==> config.mk <==
export PLATFORM = sky130hd
export DESIGN_NAME = tsq_ram
export DESIGN_NICKNAME = d
export VERILOG_FILES = /design/src/hw/rtl/tsq_ram.sv
export SDC_FILE = /design/constraint.sdc
export NUM_CORES = 2
export LEC_CHECK = 0
export BUFFER_PORTS_ARGS = -buffer_cell sky130_fd_sc_hd__buf_2
export CORE_MARGIN = 2
export CORE_UTILIZATION = 57
export DETAILED_ROUTE_END_ITERATION = 10
export GPL_TIMING_DRIVEN = 0
export HOLD_SLACK_MARGIN = 0.03
export PLACE_DENSITY_LB_ADDON = 0.15
export RECOVER_POWER = 25
export SLEW_MARGIN = 20
export SYNTH_ARGS = -nofsm -noshare
export SYNTH_HDL_FRONTEND = slang
export SYNTH_SLANG_ARGS = --single-unit
==> constraint.sdc <==
create_clock -name clock -period 4 [get_ports clock]
set_input_delay 0.6 -clock clock [delete_from_list [all_inputs] [get_ports clock]]
set_output_delay 0.6 -clock clock [all_outputs]
set_load 0.01 [all_outputs]
==> src/hw/rtl/tsq_ram.sv <==
// generic single-write single-read ram with registered read data
`timescale 1ns / 1ps

module tsq_ram #(
   parameter int WIDTH = 32,
   parameter int DEPTH = 128
) (
   input  logic                     clock,
   input  logic                     wr_en,
   input  logic [$clog2(DEPTH)-1:0] wr_addr,
   input  logic [WIDTH-1:0]         wr_data,
   input  logic                     rd_en,
   input  logic [$clog2(DEPTH)-1:0] rd_addr,
   output logic [WIDTH-1:0]         rd_data
);

   logic [WIDTH-1:0] mem_ff [DEPTH];
   logic [WIDTH-1:0] rd_data_ff;

   always_ff @(posedge clock) begin
      if (wr_en) begin
         mem_ff[wr_addr] <= wr_data;
      end
      if (rd_en) begin
         rd_data_ff <= mem_ff[rd_addr];
      end
   end

   assign rd_data = rd_data_ff;

endmodule

; Word level (Yosys, flattened, before mapping)
; Memories as Yosys holds them, arrays and structs flattened. A register that Yosys moved wholly into a read port is not among the register bits.
; Cells that the tools add are included.
[classes]
mux = 2
[ops]
columns = cell, count
row1 = $mux 1, 2
[word_totals]
regBits = 0
ramBits = 4096
out_inout_bits = 32
wordCells = 3
n_memories = 1
[memory_table]
columns = memory, depth, word_bits, read_ports, rd_clocked_by_memory_dff, wr, line_no
row1 = mem_ff, 128, 32, 1, 1, 1, 17  ; logic [WIDTH-1:0] mem_ff [DEPTH];

; Longest topological paths before layout
[logic_depth]
depth_word = 2
ltp_mapped = 8
depth_no_buf = 4

; Least setup slack after synthesis
; Ideal clock, no wire load.
[synth_path]
path_type = input port to flip-flop
from = input wr_en
to = memory mem_ff[98][0], enable pin
setup_ns = 0.461
t_arrival_ns = 3.378
path_slack_ns = 0.161
stages = 3
cell_sequence = clkbuf_1 -> nand4_1 -> nor3_1
[synth_via]
elab_chain_len = 2
[synth_lines]
columns = element, line_no
row1 = start: declaration, 9  ; input logic wr_en,
row2 = $mux 1, 21  ; if (wr_en) begin
row3 = $mux 1 (not written as such), 22  ; mem_ff[wr_addr] <= wr_data;
row4 = end: declaration, 17
; No other way between the ends.

==> reports/results.txt <==
The flow ran to the end, but the final reports show violations. Across every metal layer, demand over resource in global routing totals 28.9%. In this run the register-to-register setup slack is 1.08 ns. The fraction of post-synthesis cell area in the top cell type by area works out to 79.2%. The most numerous cell on the critical path is sky130_fd_sc_hd__mux4_2. Total number of placement rows: 192. For this block, the routed nets add up to 399 mm of wire.

The post-synthesis mux area share is 19.6%. Prior to clock tree synthesis, the placed netlist has a worst setup slack of -1.16 ns. For the final count of hold timing violations, the log shows 0.

The most critical setup path has its endpoint at rd_data[30]. The CTS H-tree depth came out at 5. The logs give 5 for the first-pass iteration count of the detailed router and 4128 for the count of clock tree sinks. The sum of buffers and inverters on the critical path was 4; the die width was 528 um.

The cell at the slowest stage of the critical path was sky130_fd_sc_hd__buf_1. For the highest achievable clock rate, the log shows 251 MHz. The pin count of the biggest net entering global routing was 86. Yosys attributes the largest share of cell area to sky130_fd_sc_hd__edfxtp_1, sky130_fd_sc_hd__mux4_2, sky130_fd_sc_hd__clkbuf_1. The run gives 157000 um2 as the cell area after synthesis.

The synthesized netlist devotes 0.445% of its cell area to simple gates. The tool flagged a number of max-cap violations equal to 39. A synthesized cell averages 26.1 um2. After clock tree synthesis, the flow added hold-fix buffers numbering 0. Via count of the first global-routing pass: 71100.

The cell depth of the worst flop-to-flop path came out at 4. At the worst endpoint, the required time is 4.60 ns. Final setup slack of the worst path: 0.00989 ns. The critical path is of the input pin to flop type.

Highest fanout seen on the critical path: 10. The main combinational cell family by area after synthesis was multiplexers. Worst hold margin: 0.450 ns. The logs give 4.59 ns for the arrival time reported for the critical path endpoint and 5990 for the post-synthesis instance total.

The worst hold path begins at rd_en. The origin of the worst setup path is rd_addr[2]. During I/O placement, the number of pins put on the boundary was 81.

The worst setup path is captured at a flop. sky130_fd_sc_hd__edfxtp_1 takes more of the synthesized area than any other cell. The tools report the number of buffers inserted during clock tree synthesis as 412. The die boundary height is 528 um, and the area of the core region is 273000 um2. Dividing the detail-routed wire length by the instance count gives 37.3 um.

Summing the areas of all compound-gate instances in the mapped netlist gives 0% of the synthesized area. Clock-pin slew was measured on the worst setup and hold paths at 0.06 ns. The detailed router finished its first iteration with 10400 violations. In this run the power density over the cells is 501 nW/um2. For the initial antenna violation count, the log shows 52.

The cell sitting at the root of the clock tree is a sky130_fd_sc_hd__clkbuf_16. In this run the post-CTS setup repair buffer count came out at 0. The post-synthesis xor/xnor area fraction works out to 0%. The path class of the lowest-slack min-delay path is input pin to flop.

The worst register-to-register path begins at mem_ff[23][11]. At the pin with the least slew margin, the transition time is 3.50 ns. The logs give 0 for the overall overflow remaining after global route and 6039 for the post-synthesis net count. TritonCTS built the clock tree. The number of synthesized register bits came out at 4128. Routability-driven placement finished with a final weighted congestion of 0.995. The run gives 0.349 mV as the worst voltage drop across the vdd grid. The capture instance of the worst register-to-register path is rd_data[11]. Of the available clock period, the critical path in the final layout requires 99.8%.

The first global-routing pass estimated 552 mm of wire. The largest stage delay on the critical path is 0.81 ns. The final setup violation count is 0, and the final critical-path required period is 3.99 ns. The post-detailed-route count of antenna-violating nets came out at 0.

Area added between synthesis and finish: 14.9%. The cell family contributing the most delay on the critical path is buffers and inverters. The logs give 0 for the count of yosys warnings during synthesis and 0.0427 ns for the largest clock skew in the final design.

For the number of distinct library cell variants in the gate-level netlist after synthesis, the log shows 16. Across all layers, the routed design uses 71300 vias. Port buffering added 69 buffers. Cells with a size suffix above 1 make up 35.3% of the layout. In the final design database the tool counted 6741 nets.

Of the synthesized area, sequential elements account for 79.2%. The tools report the max-slew violation count as 2420. Clock network latency to the later pin of the worst-skew pair: 0.93 ns. In this run the tightest slew margin relative to its limit is -133%. The post-detailed-route via-to-cell ratio is 6.66, and the area of the die is 279000 um2.

After detailed routing, the number of remaining DRC violations is 0. The run gives 167000 um2 as the cell area after placement. The worst setup path is launched from an input pin. In this run the number of cells on the critical path is 8.

The logs give 57.3% for the initial cell density of the core and 273 mm for the placed wire-length estimate after detailed placement. The tools report the cell area after layout as 180000 um2. The critical path goes through clkbuf_1, buf_2, clkbuf_2, buf_1, mux4_2, mux4_2, mux4_2, mux2_2.

For the leakage power summed over all cells, the log shows 55.2 nW. The final reports fail on capacitance limit, slew limit. No sink is reached through more buffers than the 4 on the longest clock path. The post-synthesis adder-cell area fraction works out to 0%. Setup repair after global routing could not meet its margin everywhere.
state kept, by name, summed over array words and instances (netlist names):
register  cells
mem_ff     4096
rd_data      32
power by group:
| part | internal (mW) | total (mW) | switching, mW |
|---|---|---|---|
| logic | 1.80 | 4.92 | 3.12 |
| registers | 47.9 | 47.9 | 0.0475 |
| clock network | 21.4 | 37.3 | 15.9 |
stage by stage:
step	util [%]	TNS, ns	instances	total power, mW
detailed placement	61.1	-42.27	9867	53.7
CTS	65.9	0	10600	90.5
floorplan	-	0	5990	51.1
finish	65.8	0	10700	90.1
global route	65.8	-0.256	10700	92.4
global placement	59.1	-6254.13	9648	53.4
Yosys cell counts (all sizes together):
| cell | instances |
|---|---|
| or3 | 1 |
| nand2 | 14 |
| nand4 | 3 |
| nor3 | 9 |
| nor2 | 122 |
| buf | 134 |
| mux2 | 32 |
| edfxtp | 4128 |
| clkbuf | 182 |
| nand3 | 12 |
| nor2b | 7 |
| mux4 | 1344 |
| nand2b | 2 |
worst reg2reg max path, cell delays in order (launching register included):
cell	delay, ns
sky130_fd_sc_hd__edfxtp_1	0.38
sky130_fd_sc_hd__mux4_2	0.48
sky130_fd_sc_hd__mux4_2	0.60
sky130_fd_sc_hd__mux4_2	0.78
sky130_fd_sc_hd__mux2_2	0.42
what timing repair did:
action                                  CTS  global route
endpoints found under the setup margin   32            28
hold endpoints to repair                  0             0
gates resized for setup                  14            23
placed cells by master, fill, tap and decap left out, drive strengths merged:
cell	instances
bufinv	35
mux2	32
nand4	3
nand3	12
or3	1
clkinvlp	11
diode	93
nor3	9
edfxtp	4128
nand2	14
clkinv	177
clkbuf	734
nor2b	7
mux4	1344
nand2b	2
clkdlybuf4s15	3
nor2	122
inv	12
buf	371
how the worst min path moves through the flow:
stage | endpoint | slack (ns) | cells after the start
global route | rd_data[15] | 0.44 | 1
finish | rd_data[12] | 0.45 | 1
floorplan | mem_ff[0][0] | 0.70 | 0
global placement | rd_data[31] | 1.02 | 1
CTS | mem_ff[92][12] | 0.08 | 1
detailed placement | rd_data[11] | 1.01 | 1
layer usage:
layer / global-route usage (%) / vias up / share of wire (%)
li1: - / 28000 / -
met1: 41.2 / 38900 / 38
met2: 43.9 / 3818 / 48
met3: 7.43 / 563 / 11
met4: 10.6 / 2 / 3.4
met5: 0.260 / - / 0.0033
area by class of cell:
cell class | count | area, um2
fillers | 17000 | 93500
plain buffers | 316 | 1410
multi-input cells | 1546 | 32300
clock inverters | 235 | 2140
clock buffers | 504 | 10800
diodes | 93 | 233
flip-flops and latches | 4128 | 124000
repair buffers | 288 | 4630
well taps | 3589 | 4490
logic make-up after synthesis:
group	after synthesis
buf+inv	316
simple gates	170
mux	1376
flops	4128
(Power assumes the default switching activity.)
